[src/rtl/core/jda_pkg.sv]
// Shared types, constants and helpers for the Jacobian determinant / adjugate block.
// No dependencies; used by the front, queue and back modules and the top level.
`timescale 1ns / 1ps
package jda_pkg;

  localparam int QDEPTH = 2;
  localparam int QAW    = $clog2(QDEPTH);
  localparam int QCW    = $clog2(QDEPTH + 1);

  localparam logic [1:0] YK_J     = 2'd0;
  localparam logic [1:0] YK_CONST = 2'd1;
  localparam logic [1:0] YK_FULL  = 2'd2;

  localparam logic [1:0] DIM_ONE   = 2'd1;
  localparam logic [1:0] DIM_TWO   = 2'd2;
  localparam logic [1:0] DIM_THREE = 2'd3;

  localparam logic [63:0]  ONE_Q32   = 64'h0000_0001_0000_0000;
  localparam logic [111:0] SCALE_Q16 = 112'd65536;

  typedef struct packed {
    logic [8:0][47:0] jac;
    logic [2:0][47:0] crd;
    logic [1:0]       dim;
    logic             last_point;
  } pt_t;

  typedef struct packed {
    logic [QCW-1:0] cnt;
    logic           full;
    logic           empty;
  } q_stat_t;

  typedef struct packed {
    logic [3:0] xs;
    logic [1:0] ykind;
    logic [3:0] ys;
    logic       neg;
    logic       last;
    logic       ddet;
    logic [3:0] didx;
    logic       fwr;
    logic [1:0] fidx;
  } step_t;

  function automatic logic signed [47:0] sat48(input logic signed [48:0] v);
    logic signed [47:0] r;
    if (v[48] != v[47]) r = v[48] ? {1'b1, 47'd0} : {1'b0, {47{1'b1}}};
    else r = v[47:0];
    return r;
  endfunction

  function automatic logic signed [31:0] sat32(input logic signed [47:0] v);
    logic signed [31:0] r;
    if (!((&v[47:31]) || !(|v[47:31]))) r = v[47] ? {1'b1, 31'd0} : {1'b0, {31{1'b1}}};
    else r = v[31:0];
    return r;
  endfunction

  function automatic logic signed [63:0] sat64(input logic signed [159:0] v);
    logic signed [63:0] r;
    if (!((&v[159:63]) || !(|v[159:63]))) r = v[159] ? {1'b1, 63'd0} : {1'b0, {63{1'b1}}};
    else r = v[63:0];
    return r;
  endfunction

  function automatic step_t mk(input logic [3:0] xs, input logic [1:0] yk, input logic [3:0] ys,
                               input logic neg, input logic last, input logic ddet,
                               input logic [3:0] didx, input logic fwr, input logic [1:0] fidx);
    step_t s;
    s.xs = xs; s.ykind = yk; s.ys = ys; s.neg = neg; s.last = last;
    s.ddet = ddet; s.didx = didx; s.fwr = fwr; s.fidx = fidx;
    return s;
  endfunction

  function automatic step_t seq_step(input logic [1:0] dim, input logic [4:0] step);
    step_t s;
    s = mk(4'd0, YK_CONST, 4'd0, 1'b0, 1'b1, 1'b1, 4'd0, 1'b0, 2'd0);
    case (dim)
      DIM_THREE: begin
        case (step)
          5'd0:  s = mk(4'd4, YK_J, 4'd8, 1'b0, 1'b0, 1'b0, 4'd0, 1'b0, 2'd0);
          5'd1:  s = mk(4'd5, YK_J, 4'd7, 1'b1, 1'b1, 1'b0, 4'd0, 1'b1, 2'd0);
          5'd2:  s = mk(4'd7, YK_J, 4'd2, 1'b0, 1'b0, 1'b0, 4'd1, 1'b0, 2'd0);
          5'd3:  s = mk(4'd8, YK_J, 4'd1, 1'b1, 1'b1, 1'b0, 4'd1, 1'b0, 2'd0);
          5'd4:  s = mk(4'd1, YK_J, 4'd5, 1'b0, 1'b0, 1'b0, 4'd2, 1'b0, 2'd0);
          5'd5:  s = mk(4'd2, YK_J, 4'd4, 1'b1, 1'b1, 1'b0, 4'd2, 1'b0, 2'd0);
          5'd6:  s = mk(4'd5, YK_J, 4'd6, 1'b0, 1'b0, 1'b0, 4'd3, 1'b0, 2'd0);
          5'd7:  s = mk(4'd3, YK_J, 4'd8, 1'b1, 1'b1, 1'b0, 4'd3, 1'b1, 2'd1);
          5'd8:  s = mk(4'd8, YK_J, 4'd0, 1'b0, 1'b0, 1'b0, 4'd4, 1'b0, 2'd0);
          5'd9:  s = mk(4'd6, YK_J, 4'd2, 1'b1, 1'b1, 1'b0, 4'd4, 1'b0, 2'd0);
          5'd10: s = mk(4'd2, YK_J, 4'd3, 1'b0, 1'b0, 1'b0, 4'd5, 1'b0, 2'd0);
          5'd11: s = mk(4'd0, YK_J, 4'd5, 1'b1, 1'b1, 1'b0, 4'd5, 1'b0, 2'd0);
          5'd12: s = mk(4'd3, YK_J, 4'd7, 1'b0, 1'b0, 1'b0, 4'd6, 1'b0, 2'd0);
          5'd13: s = mk(4'd4, YK_J, 4'd6, 1'b1, 1'b1, 1'b0, 4'd6, 1'b1, 2'd2);
          5'd14: s = mk(4'd6, YK_J, 4'd1, 1'b0, 1'b0, 1'b0, 4'd7, 1'b0, 2'd0);
          5'd15: s = mk(4'd7, YK_J, 4'd0, 1'b1, 1'b1, 1'b0, 4'd7, 1'b0, 2'd0);
          5'd16: s = mk(4'd0, YK_J, 4'd4, 1'b0, 1'b0, 1'b0, 4'd8, 1'b0, 2'd0);
          5'd17: s = mk(4'd1, YK_J, 4'd3, 1'b1, 1'b1, 1'b0, 4'd8, 1'b0, 2'd0);
          5'd18: s = mk(4'd0, YK_FULL, 4'd0, 1'b0, 1'b0, 1'b1, 4'd0, 1'b0, 2'd0);
          5'd19: s = mk(4'd1, YK_FULL, 4'd1, 1'b0, 1'b0, 1'b1, 4'd0, 1'b0, 2'd0);
          5'd20: s = mk(4'd2, YK_FULL, 4'd2, 1'b0, 1'b1, 1'b1, 4'd0, 1'b0, 2'd0);
          default: s = mk(4'd0, YK_CONST, 4'd0, 1'b0, 1'b1, 1'b1, 4'd0, 1'b0, 2'd0);
        endcase
      end
      DIM_TWO: begin
        case (step)
          5'd0: s = mk(4'd4, YK_CONST, 4'd0, 1'b0, 1'b1, 1'b0, 4'd0, 1'b0, 2'd0);
          5'd1: s = mk(4'd1, YK_CONST, 4'd0, 1'b1, 1'b1, 1'b0, 4'd1, 1'b0, 2'd0);
          5'd2: s = mk(4'd3, YK_CONST, 4'd0, 1'b1, 1'b1, 1'b0, 4'd3, 1'b0, 2'd0);
          5'd3: s = mk(4'd0, YK_CONST, 4'd0, 1'b0, 1'b1, 1'b0, 4'd4, 1'b0, 2'd0);
          5'd4: s = mk(4'd0, YK_J, 4'd4, 1'b0, 1'b0, 1'b1, 4'd0, 1'b0, 2'd0);
          5'd5: s = mk(4'd1, YK_J, 4'd3, 1'b1, 1'b1, 1'b1, 4'd0, 1'b0, 2'd0);
          default: s = mk(4'd0, YK_CONST, 4'd0, 1'b0, 1'b1, 1'b1, 4'd0, 1'b0, 2'd0);
        endcase
      end
      default: s = mk(4'd0, YK_CONST, 4'd0, 1'b0, 1'b1, 1'b1, 4'd0, 1'b0, 2'd0);
    endcase
    return s;
  endfunction

  function automatic logic [4:0] seq_last(input logic [1:0] dim);
    logic [4:0] r;
    case (dim)
      DIM_THREE: r = 5'd20;
      DIM_TWO:   r = 5'd5;
      default:   r = 5'd0;
    endcase
    return r;
  endfunction

endpackage

[src/rtl/core/jda_queue.sv]
// Point queue between front and back: two entries of finished accumulators.
// Uses jda_pkg.
`timescale 1ns / 1ps
module jda_queue (
  input  logic             clk,
  input  logic             rst_n,
  input  logic             push,
  input  jda_pkg::pt_t     push_data,
  input  logic             pop,
  output jda_pkg::pt_t     head,
  output jda_pkg::q_stat_t q_stat
);

  jda_pkg::pt_t              mem_r [jda_pkg::QDEPTH];
  logic [jda_pkg::QAW-1:0]   wr_r, rd_r;
  logic [jda_pkg::QCW-1:0]   cnt_r;

  assign head         = mem_r[rd_r];
  assign q_stat.cnt   = cnt_r;
  assign q_stat.full  = cnt_r == jda_pkg::QCW'(jda_pkg::QDEPTH);
  assign q_stat.empty = cnt_r == '0;

  always_ff @(posedge clk) begin
    if (!rst_n) begin
      wr_r  <= '0;
      rd_r  <= '0;
      cnt_r <= '0;
    end else begin
      if (push) wr_r <= wr_r + jda_pkg::QAW'(1);
      if (pop)  rd_r <= rd_r + jda_pkg::QAW'(1);
      if (push && !pop)      cnt_r <= cnt_r + jda_pkg::QCW'(1);
      else if (pop && !push) cnt_r <= cnt_r - jda_pkg::QCW'(1);
    end
    if (push) mem_r[wr_r] <= push_data;
  end

endmodule

[config.mk]
export PLATFORM = sky130hd
export DESIGN_NAME = jda_queue
export DESIGN_NICKNAME = d
export VERILOG_FILES = /design/src/rtl/core/jda_pkg.sv /design/src/rtl/core/jda_queue.sv
export SDC_FILE = /design/constraint.sdc
export NUM_CORES = 1
export LEC_CHECK = 0
export ABC_AREA = 1
export BUFFER_PORTS_ARGS = -buffer_cell sky130_fd_sc_hd__buf_4
export CORE_AREA = 2 2 457 459
export DETAILED_ROUTE_END_ITERATION = 10
export DIE_AREA = 0 0 459 461
export GPL_TIMING_DRIVEN = 0
export PLACE_DENSITY = 0.37
export SYNTH_ARGS = -nofsm -noshare
export SYNTH_HDL_FRONTEND = slang
export SYNTH_SLANG_ARGS = --single-unit
[constraint.sdc]
create_clock -name clk -period 54.1 [get_ports clk]
set_input_delay 2.705 -clock clk [delete_from_list [all_inputs] [get_ports clk]]
set_output_delay 2.705 -clock clk [all_outputs]
set_load 0.03 [all_outputs]
## Word level (Yosys, flattened, before mapping)

Memory sizes are Yosys's and may differ from the RTL's. A register that Yosys moved wholly into a read port is not among the register bits.
Cells that the tools add are included.

| word-level totals | value |
|---|---|
| output and inout port bits | 583 |
| logic and storage cells | 21 |
| bits in registers | 4 |
| input port bits | 583 |
| memories kept | 1 |
| RAM bits | 1158 |

Memory list:

| name | words | width | rd ports | clocked after Yosys merged registers in | write ports | RTL line | text |
|---|---|---|---|---|---|---|---|
| mem_r | 2 | 579 | 1 | 1 | 1 | jda_queue.sv:14 | `jda_pkg::pt_t mem_r [jda_pkg::QDEPTH];` |

| operators by class | value |
|---|---|
| add/subtract/negate cells | 4 |
| mux-type cells | 6 |
| equality and inequality tests | 1 |
| reduce and logical (&&, ||, !) cells | 6 |

Operator list:

| kind | number |
|---|---|
| 1-bit 2-to-1 mux | 4 |
| 2-bit 2-to-1 mux | 2 |
| 1-bit adder, second input constant | 2 |
| 2-bit by 1-bit adder with 2-bit output, second input constant | 1 |
| 2-bit equality test, second input constant | 1 |
| 1-bit logical AND | 2 |
| 1-bit zero test | 2 |
| 2-bit zero test | 1 |
| 2-bit nonzero test | 1 |
| 2-bit by 1-bit subtractor with 2-bit output, second input constant | 1 |

## Logic depth before layout (Yosys ltp)

Gate-level depths: netlist of run 1.

| depth | value |
|---|---|
| depth after elaboration | 4 |
| gate-level depth with buffers | 8 |

## Worst setup path before layout of run 1

OpenSTA, ideal clock, no wires.

| path | value |
|---|---|
| kind | input port to flip-flop |
| from | in push |
| to | mem mem_r[0][0] (netlist bit) (enable) |
| path buffers | 0 |
| library setup time | 1.553 ns |
| arrival | 26.913 ns |
| setup slack | 25.634 ns |
| stages | 2 |
| required time | 52.547 ns |
| cell sequence | inv_1 > nor2_1 |

| between the ends | value |
|---|---|
| longest elaborated chain between the ends | 2 |

Ends and longest elaborated chain:

| element | RTL line | text |
|---|---|---|
| start, declared | jda_queue.sv:7 | `input logic push,` |
| 1-bit 2-to-1 mux | jda_queue.sv:34 | `if (push) mem_r[wr_r] <= push_data;` |
| 1-bit 2-to-1 mux (implied by the code) | jda_queue.sv:34 |  |
| end, declared | jda_queue.sv:14 |  |

No other way between the ends.

==> flow_summary.ini, run 1 <==
[logic_synthesis]
synth.top_cell.area_share = 0.826
yosys.area.top_type = edfxtp_1
ys_seq_area_frac = 0.829
synth.distinct_cells = 14
synth_seq_cells = 1163
synth_area_per_cell_sq_um = 22.9
yosysWarnings = 0
synthTopCellsByArea = edfxtp_1 83%, mux2_2 15%, buf_6 0.86%
synth_area_sq_um = 42100
syn-instance-count = 1836
syn_nets = 2420

[sta]
fin_tns_setup_ns = 0
layout_setup_ws_ns = 48.72
post-route-period-util = 0.0994
worstMarginPinSlew_ns = 0.696
clock_skew_ns = 0.0383
whs_ns = 0.504
finalHoldViolations = 0
rsz0062_at_grt = false
slew_violations = 0
maxSlewHeadroom = 0.536
clock.fmax_mhz = 186
min_period_ns = 5.38
setup_viol = 0

[global_routing]
met1_usage = 0.149
grt_overflow = 0
grt_max_degree = 98
grt_pass1_wl_microns = 199000
grt_pass1_vias = 23695
grt_use_total = 0.137
antenna_found_initial = 63
gr-max-usage-layer = met2
met3_usage = 0.0737
use_met2 = 0.229

[placed_design]
dpl.hpwl_microns = 115000
gp_congestion = 0.775
dp_cells = 5737
place_ws_ns = 48.62
io_buffers = 1165

[pwr]
swShare = 0.256
p_per_area_nw_per_um2 = 38.2
pwr-share-clk = 0.397
p_leak_nw = 21.6
vdd_drop_max_mv = 0.0307
power_mw = 2.27
p_int_mw = 1.69
power.net_switching_mw = 0.581
seqPwrFrac = 0.464
p_comb_frac = 0.139

[layout]
register_area_sq_um = 34900
layout_common_cells = 1178 x buf_4, 1158 x edfxtp_1, 579 x mux2_2
syn_to_final_growth_pct = 41.0
nNetsFinal = 3763
mostFrequentLayoutCell = buf_4
final_cell_count_no_fill = 5998
multi_input_area_sq_um = 6630
drive_gt1_frac = 0.618
fill_cells = 20713

[setup_path]
cp.arrival_ns = 2.68
worst_setup_path_end_kind = output port
r2r_cells = 5
critPathLaunchType = flip-flop
worst_ep_required_time_ns = 51.40
critical_path_class = flip-flop to output port
cp_max_fo = 10

[clocking]
clk_latency_ns = 0.78
clk_root_buffer_cell = clkbuf_16
cts_inserted_buffers = 144
clk_path_buf_depth = 3
clk_pin_slew_ns = 0.05
cts_max_level = 4
cts.sinks = 1163
cts_resized = 0
cts_tree = built
cts_setup_buffers = 0
cts_hold_buf = 0

[routing]
wirelength_microns = 150000
wire_per_inst_microns = 25.1
vias_per_cell = 3.78
drtIter0Drc = 1051
ant_nets = 0
vias = 22664
dr.pass1.iters = 5
drc = 0

[die]
dieArea_sq_um = 212000
initial_core_util = 0.204
ios = 1166
core_sq_um = 206000
die_x_microns = 459
placementRows = 167
die_height_microns = 461

[flow_run]
maxCapViolCount = 0

[min_path]
hold_class = flip-flop to flip-flop
hold_depth = 2

[outcome]
outcome = completed
==> cell usage after synthesis, drive strengths merged <==
library cell and instances:
a21oi 1, buf 64, dfxtp 5, edfxtp 1158
ha 1, inv 8, mux2 579, nand2 8
nand3 1, nand4 1, nor2 9, o21ai 1
==> sequential cells by signal, indices dropped and copies added, names as in the netlist, named ones only <==
signal / count
cnt_r: 2
rd_r: 1
mem_r: 1158
wr_r: 1
==> worst max-delay path, cell delays in order (launching register included) <==
cell and delay (ns):
dfxtp_1 0.34, buf_4 0.36, buf_6 0.27, buf_4 0.24, mux2_2 0.46, buf_4 0.21
==> layout make-up <==
class                   instances  share of cell area
flip-flops and latches       1163               0.588
multi-input cells             601               0.112
clock inverters                68             0.00810
inverters                       8            0.000633
clock buffers                 186              0.0657
plain buffers                  64             0.00932
diodes                          7            0.000295
well taps                    2704              0.0570
repair buffers               1197               0.160
==> layer usage <==
layer,wire length (microns),vias to the layer above
met5,479,-
met4,3410,74
met3,17000,257
met2,73700,893
met1,55900,11370
li1,-,10070
==> power groups by stage <==
stage / registers, mW / clock network [mW] / logic (mW)
after floorplan: 1.11 / 0 / 0.161
after global placement: 1.14 / 0 / 0.315
after detailed placement: 1.07 / 0 / 0.324
after CTS: 1.05 / 0.938 / 0.325
after global routing: 1.06 / 0.967 / 0.333
final: 1.05 / 0.900 / 0.315
==> through the flow <==
| step | utilization | area (sq um) |
|---|---|---|
| 6_report | 0.287 | 59300 |
| 5_1_grt | 0.287 | 59300 |
| 3_3_place_gp | 0.263 | 54200 |
| 4_1_cts | 0.287 | 59300 |
| 2_1_floorplan | - | 42100 |
| 3_5_place_dp | 0.266 | 54900 |
==> path summary, 6_finish.rpt <==
check | startpoint | end | slack, ns
worst min register to register | rd_r | rd_r | 0.50
worst min-delay path | rd_r | rd_r | 0.50
worst max-delay path | flip-flop | head[437] | 48.72
worst max register to register | wr_r | mem_r[1][297] | 51.09
==> logic make-up after synthesis <==
group,share of synthesized area
DFF,0.829
muxes,0.155
buffers and inverters,0.0139
and+or+nand+nor,0.00178
AOI/OAI and AO/OA,0.000238
adders and majority gates,0.000297
(Power assumes the default switching activity.)
==> run 2, diff against run 1 <==
CORE_AREA = 2 2 460 462   (was 2 2 457 459)
DIE_AREA = 0 0 462 464   (was 0 0 459 461)
clock period = 5 ns   (was 54.1 ns; I/O delays follow)
==> run 2 against run 1 <==
Against the previous run: final cell count rose by 12%; flip-flop and latch count stayed put; non-clock buffer count up 602; clock skew decreased by 0.013 ns; worst hold slack lost 0.33 ns; utilization is 2.8 points higher; via count increased by 10%; cell area is 11% higher; clock-buffer cell count decreased by 10; worst setup slack worse by 47 ns; largest cell class unchanged; first-iteration DRC count is 14% higher.
==> flow_summary.ini, run 2 (same netlist as run 1, synthesis figures left out) <==
[layout]
final_cell_count_no_fill = 6735
nNetsFinal = 4365
largest_reg_flops = 1158
fin_area_sq_um = 65900
mostFrequentLayoutCell = buf_4
regMostFlops = mem_r
fill_cells = 20724
syn_to_final_growth_pct = 56.7
layout_common_cells = 1178 x buf_4, 1158 x edfxtp_1, 586 x dlygate4sd3_1
drive_gt1_frac = 0.528
top_regs = mem_r (1158), cnt_r (2)
multi_input_area_sq_um = 6630
register_area_sq_um = 34900

[placed_design]
gp_congestion = 0.766
io_buffers = 1165
placement.cell_area_sq_um = 55400
dpl.hpwl_microns = 118000
place_ws_ns = 2.34
dp_cells = 5854

[global_routing]
grt_use_total = 0.140
grt_overflow = 0
grt_pass1_vias = 26445
antenna_found_initial = 89
grt_max_degree = 36
grt_pass1_wl_microns = 210000

[routing]
wirelength_microns = 156000
drc = 0
drtIter0Drc = 1199
dr.pass1.iters = 4
ant_nets = 0
wire_per_inst_microns = 23.1
vias = 24934
vias_per_cell = 3.70

[die]
core_sq_um = 209000
die_x_microns = 462
die_height_microns = 464
placementRows = 168
dieArea_sq_um = 214000
initial_core_util = 0.201
ios = 1166

[sta]
whs_ns = 0.177
min_period_ns = 2.98
rsz0062_at_grt = false
slew_violations = 0
maxSlewHeadroom = 0.633
clock.fmax_mhz = 335
clock_skew_ns = 0.0254
layout_setup_ws_ns = 2.02
worstMarginPinSlew_ns = 0.551
setup_viol = 0
post-route-period-util = 0.596
finalHoldViolations = 0

[pwr]
power_mw = 25.6
p_per_area_nw_per_um2 = 388
vdd_drop_max_mv = 0.332
p_leak_nw = 24.2

[clocking]
clk_latency_ns = 0.79
clk_path_buf_depth = 3
clk_pin_slew_ns = 0.06
cts_tree = built
cts_setup_buffers = 0
cts_inserted_buffers = 144
clk_root_buffer_cell = clkbuf_16
cts_max_level = 4
cts.sinks = 1163

[outcome]
outcome = completed

[setup_path]
critPathLaunchType = flip-flop
cp_max_fo = 10
critical_path_class = flip-flop to output port
worst_setup_path_end_kind = output port
cp.arrival_ns = 2.73
worst_ep_required_time_ns = 4.75

[min_path]
hold_class = input port to flip-flop

[flow_run]
maxCapViolCount = 0
[run 2: path summary, 6_finish.rpt]
check | from | endpoint | slack (ns) | cells after the start
worst max-delay path | flip-flop | head[470] | 2.02 | 5
worst min-delay path | push_data[28] | mem_r[1][28] | 0.18 | 2
worst min register to register | rd_r | rd_r | 0.51 | 2
worst max register to register | wr_r | mem_r[0][456] | 2.57 | 7
[run 2: final cells by class]
type | count | share of cell area
antenna | 35 | 0.00133
inverter | 8 | 0.000512
sequential | 1163 | 0.529
clock inverter | 84 | 0.0130
timing repair buffer | 1799 | 0.237
multi-input combinational | 601 | 0.101
buffer | 64 | 0.00839
tap | 2805 | 0.0532
clock buffer | 176 | 0.0571
[run 2: per-layer routing]
metal / up-vias / GRT usage / part of all wire
met5: - / 0 / 0.0025
met4: 64 / 0.0453 / 0.029
li1: 11324 / - / -
met2: 911 / 0.224 / 0.46
met1: 12354 / 0.168 / 0.41
met3: 281 / 0.0632 / 0.098
[run 2: what timing repair did]
item                                     CTS  global route
endpoints found under the hold margin   1171             0
hold buffers                             586             0
gates resized for setup                    0             0
endpoints found under the setup margin     0             0
[run 2: through the flow]
step,utilization,TNS (ns)
floorplan,-,-5090.43
global placement,0.260,-
detailed placement,0.265,0
CTS,0.315,0
global route,0.315,0
finish,0.315,0
[run 2: power breakdown]
group          leakage, nW  switching [mW]  internal (mW)  total (mW)
combinational         11.1            2.22           1.68        3.90
sequential            10.9          0.0940           11.3        11.4
clock                 2.24            4.33           5.97        10.3
[run 2: critical path, cell delays in order (launching register included)]
cell and delay (ns):
dfxtp_1 0.34, buf_4 0.42, buf_6 0.31, buf_4 0.27, mux2_2 0.39, buf_4 0.18
==> run 3, diff against run 2 <==
CORE_AREA = 2 2 456 458   (was 2 2 460 462)
DIE_AREA = 0 0 458 460   (was 0 0 462 464)
PLACE_DENSITY = 0.38   (was 0.37)
clock period = 2.39 ns   (was 5 ns; I/O delays follow)
==> run 3 against run 2 <==
Against the previous run: the run now ends with setup timing left; cell area increased by 6.3%; global-route usage decreased by 0.26 points; non-clock buffer count increased by 298; critical endpoint is now head[385]; combinational power increased by 130%; utilization increased by 2.5 points; flip-flop and latch count unchanged.
==> flow_summary.ini, run 3 (same netlist as run 1, synthesis figures left out) <==
[routing]
dr.pass1.iters = 5
vias = 26160
vias_per_cell = 3.78
ant_nets = 0
wirelength_microns = 151000
drtIter0Drc = 1146
wire_per_inst_microns = 21.9
drc = 0

[setup_path]
cp.arrival_ns = 2.37
slowest_delay_ns = 0.40
worst_setup_path_end_kind = output port
cp_common_cell = buf_12
critPathLaunchType = flip-flop
cp_max_fo = 10
cp_top_family = buffers and inverters
critPathBufInv = 5
crit_chain = buf_12 -> buf_12 -> buf_12 -> buf_8 -> mux2_2 -> buf_4
worst_ep_required_time_ns = 2.27
cpMaxStageDelayCell = mux2_2
critical_path_class = flip-flop to output port

[placed_design]
dp_cells = 5752
gp_congestion = 0.757
place_ws_ns = -0.311
io_buffers = 1165
placement.cell_area_sq_um = 55200
dpl.hpwl_microns = 111000

[global_routing]
antenna_found_initial = 49
grt_overflow = 0
grt_use_total = 0.138
grt_max_degree = 35
grt_pass1_wl_microns = 207000
grt_pass1_vias = 28026

[sta]
fin_tns_setup_ns = -7.75
post-route-period-util = 1.04
layout_setup_ws_ns = -0.0962
setup_viol = 305
clock.fmax_mhz = 402
slew_violations = 0
finalHoldViolations = 0
rsz0062_at_grt = true
clock_skew_ns = 0.0254
worstMarginPinSlew_ns = 0.741
maxSlewHeadroom = 0.503
min_period_ns = 2.49

[die]
core_sq_um = 206000
die_x_microns = 458
die_height_microns = 460
initial_core_util = 0.204
dieArea_sq_um = 211000
placementRows = 167
ios = 1166

[layout]
fin_util = 0.340
multi_input_area_sq_um = 6970
layout_common_cells = 1158 x edfxtp_1, 1090 x buf_4, 864 x dlygate4sd3_1
mostFrequentLayoutCell = edfxtp_1
nNetsFinal = 4666
drive_gt1_frac = 0.495
largest_reg_flops = 1158
final_cell_count_no_fill = 6921
fill_cells = 20107
register_area_sq_um = 34900
regMostFlops = mem_r
top_regs = mem_r (1158), cnt_r (2)
fin_area_sq_um = 70100
syn_to_final_growth_pct = 66.5

[clocking]
clk_latency_ns = 0.77
clk_root_buffer_cell = clkbuf_16
cts_inserted_buffers = 146
cts.sinks = 1163
clk_pin_slew_ns = 0.06
cts_tree = built
clk_path_buf_depth = 3
cts_max_level = 4

[pwr]
p_per_area_nw_per_um2 = 770
p_leak_nw = 26.2
vdd_drop_max_mv = 0.650

[min_path]
hold_class = input port to flip-flop

[outcome]
failed_checks = setup timing
outcome = finished, violations left

[flow_run]
maxCapViolCount = 0
[run 3: changes by cell type in the layout (fill, tap and decap cells not counted), moves of 34 or more]
cell / change
dlygate4sd3_1: +278
mux2_4: +90
buf_4: -88
buf_12: +34
mux2_2: -90
buf_6: +62
[run 3: metrics by stage]
stage	hold slack [ns]	power (mW)
floorplan	0.218	28.2
global placement	0.305	32.0
detailed placement	0.307	31.6
CTS	0.0000431	54.8
global route	0.0173	56.1
finish	0.0918	54.0
[run 3: layout make-up]
| cell class | instances | area share |
|---|---|---|
| antenna | 20 | 0.000714 |
| inverter | 8 | 0.000482 |
| timing repair buffer | 2099 | 0.274 |
| timing repair inverter | 1 | 0.0000714 |
| tap | 2704 | 0.0483 |
| sequential | 1163 | 0.498 |
| clock buffer | 184 | 0.0557 |
| multi-input combinational | 601 | 0.0994 |
| clock inverter | 79 | 0.00947 |
| buffer | 62 | 0.0139 |
[run 3: final timing paths]
| kind | end | from | slack (ns) | cells after the start |
|---|---|---|---|---|
| worst max-delay path | head[385] | flip-flop | -0.1 | 6 |
| worst min-delay path | mem_r[0][537] | push_data[537] | 0.09 | 2 |
| worst max register to register | mem_r[1][187] | wr_r | 0.22 | 7 |
| worst min register to register | rd_r | rd_r | 0.49 | 2 |
[run 3: metal layers]
layer  vias to the layer above  global-route usage  share of wire
met5                         -                   0        0.00096
li1                      11904                   -              -
met2                       983               0.225           0.48
met3                       261              0.0633          0.097
met1                     12988               0.156           0.39
met4                        24              0.0522          0.033
[run 3: power by group]
group | switching (mW) | internal (mW) | leakage, nW
logic | 4.69 | 4.19 | 13.1
clock network | 8.79 | 12.4 | 2.23
registers | 0.205 | 23.7 | 10.9
[run 3: repair_timing]
| action | 4_1_cts | 5_1_grt |
|---|---|---|
| cloned | 8 | 7 |
| hold buffers | 864 | 0 |
| gates resized for setup | 183 | 115 |
| pin swaps | 0 | 1 |
| hold endpoints to repair | 1235 | 0 |
| endpoints found under the setup margin | 709 | 730 |
| buffers inserted | 6 | 4 |
[run 3: worst register-to-register path, delay by kind of cell, from the launching register on]
kind	cells	cell delay, ns
buffers and inverters	6	1.34
DFF	1	0.36
and+or+nand+nor	1	0.12
